**src/tqle_pkg.sv**
```systemverilog
// shared types, constants and helpers of the tabular q-learning engine
`default_nettype none

package tqle_pkg;

	localparam int NUM_STATES_DEF  = 32;
	localparam int NUM_ACTIONS_DEF = 4;

	localparam logic [16:0] LEARNING_RATE_RESET = 17'd32768;
	localparam logic [16:0] DISCOUNT_RESET      = 17'd58982;
	localparam logic [16:0] EXPLORE_RATE_RESET  = 17'd45875;

	localparam logic signed [17:0] Q_ONE = 18'sd65536;

	typedef enum logic {
		OP_SELECT = 1'b0,
		OP_UPDATE = 1'b1
	} op_t;

	typedef enum logic [1:0] {
		REG_LEARNING_RATE = 2'd0,
		REG_DISCOUNT      = 2'd1,
		REG_EXPLORE_RATE  = 2'd2
	} cfg_reg_t;

	typedef struct packed {
		op_t                operation;
		logic [4:0]         state_index;
		logic [1:0]         action_taken;
		logic signed [15:0] reward;
		logic [4:0]         next_state_index;
		logic [16:0]        random_fraction;
		logic [1:0]         random_action;
		logic [16:0]        episode_progress;
	} query_t;

	typedef struct packed {
		logic [1:0]         chosen_action;
		logic               explored;
		logic signed [31:0] q_value;
		logic               saturated;
	} result_t;

	typedef struct packed {
		logic mul1_en;
		logic tgt_en;
		logic mul2_en;
	} arith_ctl_t;

	typedef struct packed {
		logic signed [31:0] new_value;
		logic               saturated;
	} upd_res_t;

	// small index reduced modulo n by restoring subtraction, five narrow steps
	function automatic logic [4:0] mod_small(input logic [4:0] v, input int unsigned n);
		logic [21:0] r;
		logic [21:0] d;
		r = {17'd0, v};
		for (int k = 4; k >= 0; k--) begin
			d = 22'(n) << k;
			if (r >= d) begin
				r = r - d;
			end
		end
		return r[4:0];
	endfunction

endpackage

`default_nettype wire

```
**src/tqle_ram.sv**
```systemverilog
// single-port-write, single-port-read q table memory with registered read data
`default_nettype none

module tqle_ram #(
	parameter int DEPTH = tqle_pkg::NUM_STATES_DEF * tqle_pkg::NUM_ACTIONS_DEF,
	parameter int AW    = $clog2(DEPTH)
) (
	input  wire logic                  clk,
	input  wire logic                  wr_en,
	input  wire logic [AW-1:0]         wr_addr,
	input  wire logic signed [31:0]    wr_data,
	input  wire logic                  rd_en,
	input  wire logic [AW-1:0]         rd_addr,
	output      logic signed [31:0]    rd_data
);

	logic signed [31:0] mem [DEPTH];

	always_ff @(posedge clk) begin
		if (wr_en) begin
			mem[wr_addr] <= wr_data;
		end
		if (rd_en) begin
			rd_data <= mem[rd_addr];
		end
	end

endmodule

`default_nettype wire

```
**config.mk**
```make
export PLATFORM = sky130hd
export DESIGN_NAME = tqle_ram
export DESIGN_NICKNAME = d
export VERILOG_FILES = /design/src/tqle_pkg.sv /design/src/tqle_ram.sv
export SDC_FILE = /design/constraint.sdc
export NUM_CORES = 2
export LEC_CHECK = 0
export BUFFER_PORTS_ARGS = -buffer_cell sky130_fd_sc_hd__buf_2
export CORE_UTILIZATION = 57
export DETAILED_ROUTE_END_ITERATION = 16
export HOLD_SLACK_MARGIN = 0.05
export PLACE_DENSITY_LB_ADDON = 0.15
export SETUP_SLACK_MARGIN = 0.3
export SLEW_MARGIN = 40
export SYNTH_ARGS = -nofsm -noshare
export SYNTH_HDL_FRONTEND = slang
export SYNTH_SLANG_ARGS = --single-unit
```
**constraint.sdc**
```tcl
create_clock -name clk -period 5.35 [get_ports clk]
set_input_delay 1.605 -clock clk [delete_from_list [all_inputs] [get_ports clk]]
set_output_delay 1.605 -clock clk [all_outputs]
set_load 0.1 [all_outputs]
```
# Word level (Yosys, flattened, before mapping)
# Memories as Yosys holds them, arrays and structs flattened. A register that Yosys moved wholly into a read port is not among the register bits.
# Index checks and enable logic that the tools add are counted.
dict set report totals {
  register_bits 0
  mem_bits_rw 4096
  inputBits 49
  output_inout_bits 32
  elab_cells 3
  n_memories 1
}
# name words width rd rd_ports_with_merged_regs write_ports line_no
set mem_list {}
lappend mem_list {mem 128 32 1 1 1 tqle_ram.sv:17} ;# logic signed [31:0] mem [DEPTH];
dict set report classes {
  mux 2
}
# op n
set ops {}
lappend ops {{2-to-1 mux 1 bit} 2}

# Logic depth before layout (Yosys ltp)
dict set report logic_depth {
  depth_word 2
  ltp_mapped 8
  ltp_nobuf 4
}

# Worst setup path after synthesis
# OpenSTA, ideal clock, no wires.
dict set report synth_path {
  kind {input-to-reg}
  start {input port wr_en}
  end {memory mem[98][0], enable pin}
  arrival_time_ns 4.383
  required_ns 4.889
  path_slack_ns 0.506
  cell_stages 3
  cell_sequence {clkbuf_1 nand4_1 nor3_1}
}
dict set report synth_between {
  elab_chain_len 2
}
# item line_no
set synth_rtl {}
lappend synth_rtl {{start: declaration} tqle_ram.sv:9} ;# input wire logic wr_en,
lappend synth_rtl {{2-to-1 mux 1 bit} tqle_ram.sv:20} ;# if (wr_en) begin
lappend synth_rtl {{2-to-1 mux 1 bit (not written as such)} tqle_ram.sv:21} ;# mem[wr_addr] <= wr_data;
lappend synth_rtl {{end: declaration} tqle_ram.sv:17}
# Every way passes these cells.

==> impl_metrics.json <==
{
  "place_area_mm2": 0.166,
  "numCtsBuffers": 404,
  "wl_met2_um": 203000,
  "core_mm2": 0.273,
  "fin_crit_ns": 4.10,
  "r2r_slack_ns": 2.44,
  "num_vias": 72104,
  "core.rowCount": 192,
  "drive_gt1_share_pct": 36.6,
  "maxSlewHeadroom_pct": 38.8,
  "fp.dieW_um": 526,
  "portBuffers": 80,
  "area_growth_pct": 14.2,
  "ir_worst_vdd_mv": 0.354,
  "avgSynthCellArea_um2": 26.1,
  "worstPathCellList": "buf_12 -> buf_12 -> buf_12 -> buf_12 -> mux4_2 -> mux4_2 -> mux4_2 -> mux2_2",
  "cp_top_family": "multiplexers",
  "yosysWarnings": 0,
  "rsz0062_at_grt": "false",
  "post-route-drc-count": 0,
  "dr.pass1.iters": 7,
  "max_freq_mhz": 244,
  "fin_util_pct": 65.4,
  "ios": 81,
  "drt-initial-drc-count": 10384,
  "final-hold-violation-count": 0,
  "cp_common_cell": "buf_12",
  "grt_antenna_before_repair": 51,
  "maxCapViolCount": 0,
  "synth_xor_area_share_pct": 0,
  "crit_type": "input pin to flip-flop",
  "finalCritPeriodShare_pct": 76.6,
  "dp_hpwl_um": 233000,
  "synth_cell_type_count": 16,
  "grt_first_pass_wirelength_um": 578000,
  "outcome": "finished clean",
  "setup_tns_ns": 0,
  "ys_ff_latch": 4128,
  "crit_fanout": 19,
  "synth_fa_ha_area_share_pct": 0,
  "worst_r2r_endpoint": "rd_data[26]",
  "crit_path_end_kind": "flip-flop",
  "reg2reg_depth": 4,
  "grt_overflow": 0,
  "synth_top_family_by_area": "multiplexers",
  "cts_sinks": 4128,
  "grt_max_degree": 114,
  "htree_num_levels": 5,
  "vias_per_cell": 6.88,
  "synth_nets": 6039,
  "critPathArrivalTime_ns": 4.75,
  "rr_startpoint": "mem[40][26]",
  "cts_root_buf": "clkbuf_16",
  "synthesis.area_mm2": 0.157,
  "crit_buf_inv": 4,
  "cp_slowest_cell": "mux4_2",
  "path_depth": 8,
  "power_density_mw_per_mm2": 378,
  "hold_depth": 1,
  "setup-violations-final": 0,
  "initial_utilization_pct": 57.3,
  "crit_start": "rd_addr[0]",
  "yosys.area_share.simple_pct": 0.445,
  "track_usage_pct": 30.6,
  "postCtsHoldBufs": 0,
  "wl_per_cell_um": 39.8,
  "clock_skew_ns": 0.0513,
  "max_stage_delay_ns": 0.66,
  "cts_tree": "done",
  "crit_path_end": "rd_data[17]",
  "post-cts-setup-buffers": 0,
  "nets": 6563,
  "clkTransAtPathRegs_ns": 0.06,
  "clockBufferDepth": 4,
  "hold_path.class": "input pin to flip-flop",
  "synth_top_area_cell": "edfxtp_1",
  "synthTopCellsByArea": "edfxtp_1 79%, mux4_2 19%, clkbuf_1 0.44%, nor2_1 0.29%, buf_2 0.25%",
  "die_h_um": 526,
  "insertion_delay_ns": 0.91,
  "required_ns": 6.00,
  "cp-start-kind": "input pin",
  "setup_slack_ns": 1.25,
  "leakage_nw": 55.0,
  "place.gp.congestion": 0.826,
  "synth_top_area_share_pct": 79.2,
  "report.final.slew_viol_count": 0,
  "synthMuxAreaShare_pct": 19.6,
  "routedLengthMet1_um": 153000,
  "top_layer": "met5",
  "synth_seq_area_share_pct": 79.2,
  "timing.hold.ws_ns": 1.03,
  "timing_worst_slew_pin_value_ns": 0.917,
  "synth_compound_area_share_pct": 0,
  "design_area_mm2": 0.179,
  "drt_wl_total_um": 416000,
  "ant_nets": 0,
  "pre_cts_ws_ns": 0.363,
  "cts_resized": 0,
  "grt_pass1_vias": 72133,
  "dieArea_mm2": 0.277,
  "synthCells": 5990,
  "route.met3.wl_um": 42300
}
## how the worst min path moves through the flow
| stage | start | end |
|---|---|---|
| final | wr_data[31] | mem[49][31] |
| after global routing | wr_data[31] | mem[53][31] |
| after CTS | wr_data[31] | mem[53][31] |
| after detailed placement | mem[28][15] | rd_data[15] |
| after global placement | mem[74][4] | rd_data[4] |
| after floorplan | mem[36][0] | rd_data[0] |
## registers in the layout (all words and copies together) (netlist names)
register  count
rd_data      32
mem        4096
## where the power goes
part	total [W]	switching (W)	internal, W
Sequential	0.0358	0.000103	0.0357
Clock	0.0281	0.0119	0.0163
Combinational	0.00369	0.00231	0.00138
Total	0.0677	0.0143	0.0534
## layout make-up
cell class / instances / area [um2]
antenna: 50 / 125
clock buffer: 479 / 10500
clock inverter: 249 / 2460
fill: 16968 / 94600
multi-input combinational: 1546 / 32300
sequential: 4128 / 124000
tap: 3589 / 4490
timing repair buffer: 434 / 4940
## cells in the final DEF, fill, tap and decap left out, types with 3 or more instances in the layout
master,count
mux4_2,1344
inv_16,3
nor2_4,119
nor2b_1,7
nand3_2,6
clkinv_4,9
nor2_1,3
nand2_2,5
buf_4,237
buf_6,22
clkinv_8,3
buf_2,40
nand2_1,9
inv_6,5
clkinv_1,109
clkinv_2,63
nor3_2,9
bufinv_16,46
buf_8,3
edfxtp_1,4128
clkbuf_16,411
nand3_1,6
clkbuf_1,68
buf_16,4
clkinvlp_4,9
mux2_2,32
diode_2,50
buf_12,128
nand4_1,3
## logic make-up (layout without fill, tap and decap cells)
kind of cell,after synthesis,in the layout
buffers and inverters,316,1162
muxes,1376,1376
DFF,4128,4128
and+or+nand+nor,170,170
other,0,50
## worst register-to-register path: stages (launching register included)
cell      delay [ns]
edfxtp_1        0.41
mux4_2          0.52
mux4_2          0.67
mux4_2          0.74
mux2_2          0.35
## synth_stat cells
cell	n
mux2_2	32
nand2_1	14
nor2_1	122
nor2b_1	7
edfxtp_1	4128
buf_1	50
clkbuf_1	182
or3_1	1
buf_4	3
nand4_1	3
buf_2	79
buf_6	2
nand3_1	12
nor3_1	9
mux4_2	1344
nand2b_1	2
## through the flow
| step | total power [W] | instances |
|---|---|---|
| floorplan | 0.0384 | 5990 |
| global placement | 0.0402 | 9692 |
| detailed placement | 0.0402 | 9694 |
| CTS | 0.0680 | 10422 |
| global route | 0.0692 | 10454 |
| finish | 0.0677 | 10475 |
## metal layers
metal | vias to the layer above | GRT usage, %
met4 | 12 | 11.9
met1 | 39570 | 43.1
li1 | 27562 | -
met3 | 693 | 5.40
met5 | - | 0
met2 | 4267 | 48.5
Power figures use the tool's default switching activity.
