`src/tqle_pkg.sv`:
```
// shared types, constants and helpers of the tabular q-learning engine
`default_nettype none

package tqle_pkg;

	localparam int NUM_STATES_DEF  = 32;
	localparam int NUM_ACTIONS_DEF = 4;

	localparam logic [16:0] LEARNING_RATE_RESET = 17'd32768;
	localparam logic [16:0] DISCOUNT_RESET      = 17'd58982;
	localparam logic [16:0] EXPLORE_RATE_RESET  = 17'd45875;

	localparam logic signed [17:0] Q_ONE = 18'sd65536;

	typedef enum logic {
		OP_SELECT = 1'b0,
		OP_UPDATE = 1'b1
	} op_t;

	typedef enum logic [1:0] {
		REG_LEARNING_RATE = 2'd0,
		REG_DISCOUNT      = 2'd1,
		REG_EXPLORE_RATE  = 2'd2
	} cfg_reg_t;

	typedef struct packed {
		op_t                operation;
		logic [4:0]         state_index;
		logic [1:0]         action_taken;
		logic signed [15:0] reward;
		logic [4:0]         next_state_index;
		logic [16:0]        random_fraction;
		logic [1:0]         random_action;
		logic [16:0]        episode_progress;
	} query_t;

	typedef struct packed {
		logic [1:0]         chosen_action;
		logic               explored;
		logic signed [31:0] q_value;
		logic               saturated;
	} result_t;

	typedef struct packed {
		logic mul1_en;
		logic tgt_en;
		logic mul2_en;
	} arith_ctl_t;

	typedef struct packed {
		logic signed [31:0] new_value;
		logic               saturated;
	} upd_res_t;

	// small index reduced modulo n by restoring subtraction, five narrow steps
	function automatic logic [4:0] mod_small(input logic [4:0] v, input int unsigned n);
		logic [21:0] r;
		logic [21:0] d;
		r = {17'd0, v};
		for (int k = 4; k >= 0; k--) begin
			d = 22'(n) << k;
			if (r >= d) begin
				r = r - d;
			end
		end
		return r[4:0];
	endfunction

endpackage

`default_nettype wire

```
`src/tqle_arith.sv`:
```
// staged fixed-point q update: target, blend and saturation
`default_nettype none

module tqle_arith (
	input  wire logic                 clk,
	input  wire tqle_pkg::arith_ctl_t ctl,
	input  wire logic [16:0]          learning_rate,
	input  wire logic [16:0]          discount,
	input  wire logic signed [15:0]   reward,
	input  wire logic signed [31:0]   next_max,
	input  wire logic signed [31:0]   old_value,
	output      tqle_pkg::upd_res_t   res
);

	localparam logic signed [36:0] SAT_HI = 37'sh0_7FFF_FFFF;
	localparam logic signed [36:0] SAT_LO = ~SAT_HI;

	logic signed [17:0] disc_s;
	logic signed [17:0] rate_s;
	logic signed [17:0] keep_s;
	logic signed [49:0] p1_s1;
	logic signed [49:0] p2_s1;
	logic signed [33:0] tgt_s2;
	logic signed [51:0] p3_s3;
	logic signed [33:0] reward_w;
	logic signed [33:0] disc_term;
	logic signed [52:0] acc;
	logic signed [36:0] nv;

	assign disc_s = $signed({1'b0, discount});
	assign rate_s = $signed({1'b0, learning_rate});
	// one minus rate, may go negative for rates above one
	assign keep_s = tqle_pkg::Q_ONE - rate_s;

	assign reward_w  = $signed({{2{reward[15]}}, reward, 16'd0});
	// arithmetic shift keeps the floor toward minus infinity
	assign disc_term = $signed(p1_s1[49:16]);

	always_ff @(posedge clk) begin
		if (ctl.mul1_en) begin
			p1_s1 <= disc_s * next_max;
			p2_s1 <= keep_s * old_value;
		end
		if (ctl.tgt_en) begin
			tgt_s2 <= reward_w + disc_term;
		end
		if (ctl.mul2_en) begin
			p3_s3 <= rate_s * tgt_s2;
		end
	end

	assign acc = p2_s1 + p3_s3;
	assign nv  = $signed(acc[52:16]);

	always_comb begin
		if (nv > SAT_HI) begin
			res.new_value = SAT_HI[31:0];
			res.saturated = 1'b1;
		end else if (nv < SAT_LO) begin
			res.new_value = SAT_LO[31:0];
			res.saturated = 1'b1;
		end else begin
			res.new_value = nv[31:0];
			res.saturated = 1'b0;
		end
	end

endmodule

`default_nettype wire

```
`config.mk`:
```
export PLATFORM = sky130hd
export DESIGN_NAME = tqle_arith
export DESIGN_NICKNAME = d
export VERILOG_FILES = /design/src/tqle_pkg.sv /design/src/tqle_arith.sv
export SDC_FILE = /design/constraint.sdc
export NUM_CORES = 2
export LEC_CHECK = 0
export ABC_AREA = 1
export BUFFER_PORTS_ARGS = -buffer_cell sky130_fd_sc_hd__buf_4
export CORE_ASPECT_RATIO = 0.5
export CORE_MARGIN = 2
export CORE_UTILIZATION = 70
export DETAILED_ROUTE_END_ITERATION = 16
export PLACE_DENSITY_LB_ADDON = 0.2
export SETUP_SLACK_MARGIN = 0.5
export SYNTH_ARGS = -nofsm -noshare
export SYNTH_HDL_FRONTEND = slang
export SYNTH_SLANG_ARGS = --single-unit
```
`constraint.sdc`:
```
create_clock -name clk -period 22.8 [get_ports clk]
set_input_delay 3.42 -clock clk [delete_from_list [all_inputs] [get_ports clk]]
set_output_delay 3.42 -clock clk [all_outputs]
set_load 0.01 [all_outputs]
```
Word level (Yosys, flattened, before mapping)
Cells that the tools add are included.
{"block": "op_classes", "n_mul": 3, "n_lt_le_gt_ge": 2, "n_addsub": 3, "muxes": 2}
{"cell": "$mul A18 B32 Y50", "count": 2}
{"cell": "$mux W33", "count": 2}
{"cell": "$add A50 B52 Y53", "count": 1}
{"cell": "$mul A18 B34 Y52", "count": 1}
{"cell": "$gt A37 B32 Y1 const B", "count": 1}
{"cell": "$lt A37 B32 Y1 const B", "count": 1}
{"cell": "$add A32 B34 Y34", "count": 1}
{"cell": "$sub A17 B17 Y18 const A", "count": 1}
{"block": "totals", "elab_cells": 14, "output_inout_bits": 33, "ff_bits": 186}

Depth between registers and ports, before layout
{"block": "logic_depth", "word_depth": 4, "depth_mapped": 38, "depth_no_buf": 37}

Worst setup path after synthesis
No wires, ideal clock.
{"block": "synth_timing", "path_kind": "input-to-reg", "from": "input port learning_rate[1]", "to": "register p2_s1[39], data pin", "setup_time_ns": 0.258, "cell_stages": 35, "arrival_time_ns": 9.594, "slack_ns": 12.947, "path_cell_list": "buf_2 -> inv_2 -> ha_1 -> inv_1 -> or2_4 -> nor2_4 -> inv_2 -> nor2_4 -> nand2_2 -> or3_1 -> o21ai_2 -> nand2_2 -> clkinv_2 -> buf_6 -> nand2_1 -> fa_1 -> inv_1 -> fa_1 -> fa_1 -> fa_1 -> fa_1 -> inv_1 -> fa_1 -> inv_1 -> ha_1 -> nand2_1 -> nor2_1 -> inv_1 -> nor4_1 -> nand2_1 -> nand3_1 -> nand2_1 -> nand2_1 -> a21oi_1 -> xnor2_1"}
{"block": "synth_between", "elab_chain_len": 2}
{"item": "start: declaration", "line": "tqle_arith.sv:7", "source": "input wire logic [16:0] learning_rate,"}
{"item": "$sub A17 B17 Y18", "line": "tqle_arith.sv:33", "source": "assign keep_s = tqle_pkg::Q_ONE - rate_s;"}
{"item": "$mul A18 B32 Y50", "line": "tqle_arith.sv:42", "source": "p2_s1 <= keep_s * old_value;"}
{"item": "end signal: assignment", "line": "tqle_arith.sv:42"}
{"item": "end: declaration", "line": "tqle_arith.sv:22", "source": "logic signed [49:0] p2_s1;"}
No other way between the ends.
A chain may end at the register's enable or synchronous reset.

Worst setup path in the final report
{"block": "layout_timing", "from": "input port learning_rate[1]", "to": "register p2_s1[45], data pin"}
The elaborated chain is that of the path after synthesis.

==> run summary <==
Routability cong.: 1.00
Placeable Area: 98,200 sq um
Clock transition at the registers of the reported paths: 0.09 ns
HP Class: flop to flop
Post-DP Area: 71,200 sq um
Crit path arrival time: 11.36 ns
IO Port Bufs: 150
Vias: 54,400
Slew HR: 18.6%
# nets final: 10,700
Syn Area/Cell: 8.01 sq um
R2R setup slack: 15.94 ns
Final hold viol count: 0
Clock Skew: 0.0264 ns
Die width: 450 um
Total gr overflow: 0
Crit share post-route: 49.0%
Post-route cell area: 71,700 sq um
Cts-stage hold buffer count: 0
Initial drt markers: 4,544
Synth Instances: 8,702
Synthesis-to-layout area growth: 2.91%
YS warnings: 0
Status: finished clean
Net count after synthesis: 10,900
Pins over their slew limit: 0
Max frequency: 89.6 MHz
Count of clock tree sinks: 170
Largest net degree at the start of global routing: 53
CP Class: primary input to flop
Routed WL: 186,000 um
CTS HTree Levels: 4
Distinct cells, synth: 55
First-pass GRT wire length: 306,000 um
Tmin final: 11.16 ns
Global Route Usage Sum: 38.4%
Die span in y: 227 um
TNS Setup: 0 ns
Crit-path slowest cell: inv_1
Layout cells sized above 1: 2.88%
Startpoint types: primary input
Num CTS Buffers: 17
Root Buffer: clkbuf_16
CTS Buffer Depth: 2
RSZ-0062 raised after global routing: no
Max-cap violation count: 0
Initial core utilization: 71.0%
Post-route ant nets: 0
CTS resizes: 0
Final setup viols: 0
Initial antenna violation count: 2
Core Rows: 81
Crit end category: flop
Clock Latency Late Sink: 0.47 ns
Yosys reg bits: 170
Average vias per placed instance: 5.51
Pre-Repair DR Iteration Count: 8
Die area: 102,000 sq um
Sequential-to-total area share from yosys stat: 7.32%
Critical Path Max Stage Delay: 0.98 ns
HPWL after DPL: 152,000 um
I/O pins: 151
Netlist Area Pre-Place: 69,700 sq um
CTS tree: built
Actual slew at the worst max-slew pin: 1.22 ns
DR WL/cell: 18.9 um
CP Max Fanout: 36
WP data required: 23.00 ns
Vias in the first global route: 58,900
DRC: 0
Number of post-CTS setup repair buffers: 0
[critical path: cells and delay by family]
| kind | cells | cell delay, ns |
|---|---|---|
| simple gates | 10 | 2.19 |
| xor+xnor | 1 | 0.14 |
| fa+ha+maj | 8 | 3.71 |
| compound gates | 1 | 0.13 |
| buf+inv | 9 | 1.72 |
[layout make-up]
class / count / area, sq um
Clock buffer: 18 / 429
Antenna cell: 1 / 2.50
Timing Repair Buffer: 171 / 1280
Inverter: 2555 / 9590
Tap cell: 1328 / 1660
Multi-Input combinational cell: 5619 / 53600
Sequential cell: 170 / 5100
Clock inverter: 13 / 121
Fill cell: 7666 / 26500
[synthesized netlist by cell type, drive strengths merged]
master   number  area share (%)
o21bai       21            0.23
nand3b        8           0.086
o211a         1           0.014
xor2        109             1.4
and3         11           0.099
o21a         25            0.27
a21oi       240             1.7
clkinv        3           0.018
o31ai         4           0.043
edfxtp      170             7.3
nand2      2240              12
and2          5           0.045
buf          57            0.49
nor3         19            0.14
o221ai        1           0.013
nor2b         1          0.0090
a21o         21            0.23
xnor2        79            0.99
ha          427             7.7
a31oi        25            0.22
nand3        84            0.61
inv        2552              14
o221a         1           0.016
o311ai        1           0.013
o211ai        6           0.065
o2111ai       1           0.013
a211oi        6           0.065
nor4         17            0.16
nor2        466             2.6
o21ai       133            0.96
or3           2           0.018
nand4        23            0.22
or4           1           0.011
clkbuf      301             1.6
a21boi       12            0.13
or2           5           0.048
fa         1624              47
[cell usage in the layout (no fill, tap or decap), drive strengths merged, types with 2 or more instances in the layout]
master | synthesis | routed
a211oi | 6 | 6
a21boi | 12 | 12
a21o | 21 | 21
a21oi | 240 | 240
a31oi | 25 | 25
and2 | 5 | 5
and3 | 11 | 11
buf | 57 | 171
clkbuf | 301 | 18
clkinv | 3 | 9
clkinvlp | 0 | 2
edfxtp | 170 | 170
fa | 1624 | 1624
ha | 427 | 427
inv | 2552 | 2556
nand2 | 2240 | 2240
nand3 | 84 | 84
nand3b | 8 | 8
nand4 | 23 | 23
nor2 | 466 | 466
nor3 | 19 | 19
nor4 | 17 | 17
o211ai | 6 | 6
o21a | 25 | 25
o21ai | 133 | 133
o21bai | 21 | 21
o31ai | 4 | 4
or2 | 5 | 5
or3 | 2 | 2
xnor2 | 79 | 79
xor2 | 109 | 109
[flip-flops by register name, summed over array words and instances (netlist names)]
name    cells
p1_s1      34
p2_s1      50
p3_s3      52
tgt_s2     34
[logic make-up (layout without fill, tap and decap cells)]
kind of cell,count (synthesis),count (layout),synth area share (%)
adders and majority gates,2051,2051,54.3
xor gates and xnor gates,188,188,2.36
other,0,1,0
DFF,170,170,7.32
AOI/OAI and AO/OA,498,498,4.00
and+or+nand+nor,2882,2882,16.2
buffers and inverters,2913,2757,15.9
[path summary, 6_finish.rpt]
kind / startpoint / to / cells past startpoint
worst max register to register: tgt_s2[5]$_DFFE_PP_ / p3_s3[39]$_DFFE_PP_ / 20
worst min-delay path: p1_s1[24]$_DFFE_PP_ / tgt_s2[8]$_DFFE_PP_ / 0
worst min register to register: p1_s1[24]$_DFFE_PP_ / tgt_s2[8]$_DFFE_PP_ / 0
worst max-delay path: learning_rate[1] / p2_s1[45]$_DFFE_PP_ / 29
[metrics by stage]
stage	setup WS [ns]	hold slack, ns	instances	util [%]
4_1_cts	11.85	0.415	9874	73.1
5_1_grt	11.38	0.427	9875	73.1
2_1_floorplan	12.95	0.400	8702	-
3_3_place_gp	11.54	0.400	9843	72.5
3_5_place_dp	11.39	0.405	9843	72.5
6_report	11.64	0.403	9875	73.1
[metal layers]
metal / track usage [%] / share of wire [%] / vias up
li1: - / - / 24300
met1: 49.7 / 39 / 26900
met2: 66.6 / 49 / 2634
met3: 5.68 / 8.4 / 541
met4: 14.6 / 4.3 / 0
met5: 0 / 0 / -
Power is not shown: default switching activity piles up to over one toggle a cycle in this logic, so the estimate is an artifact.
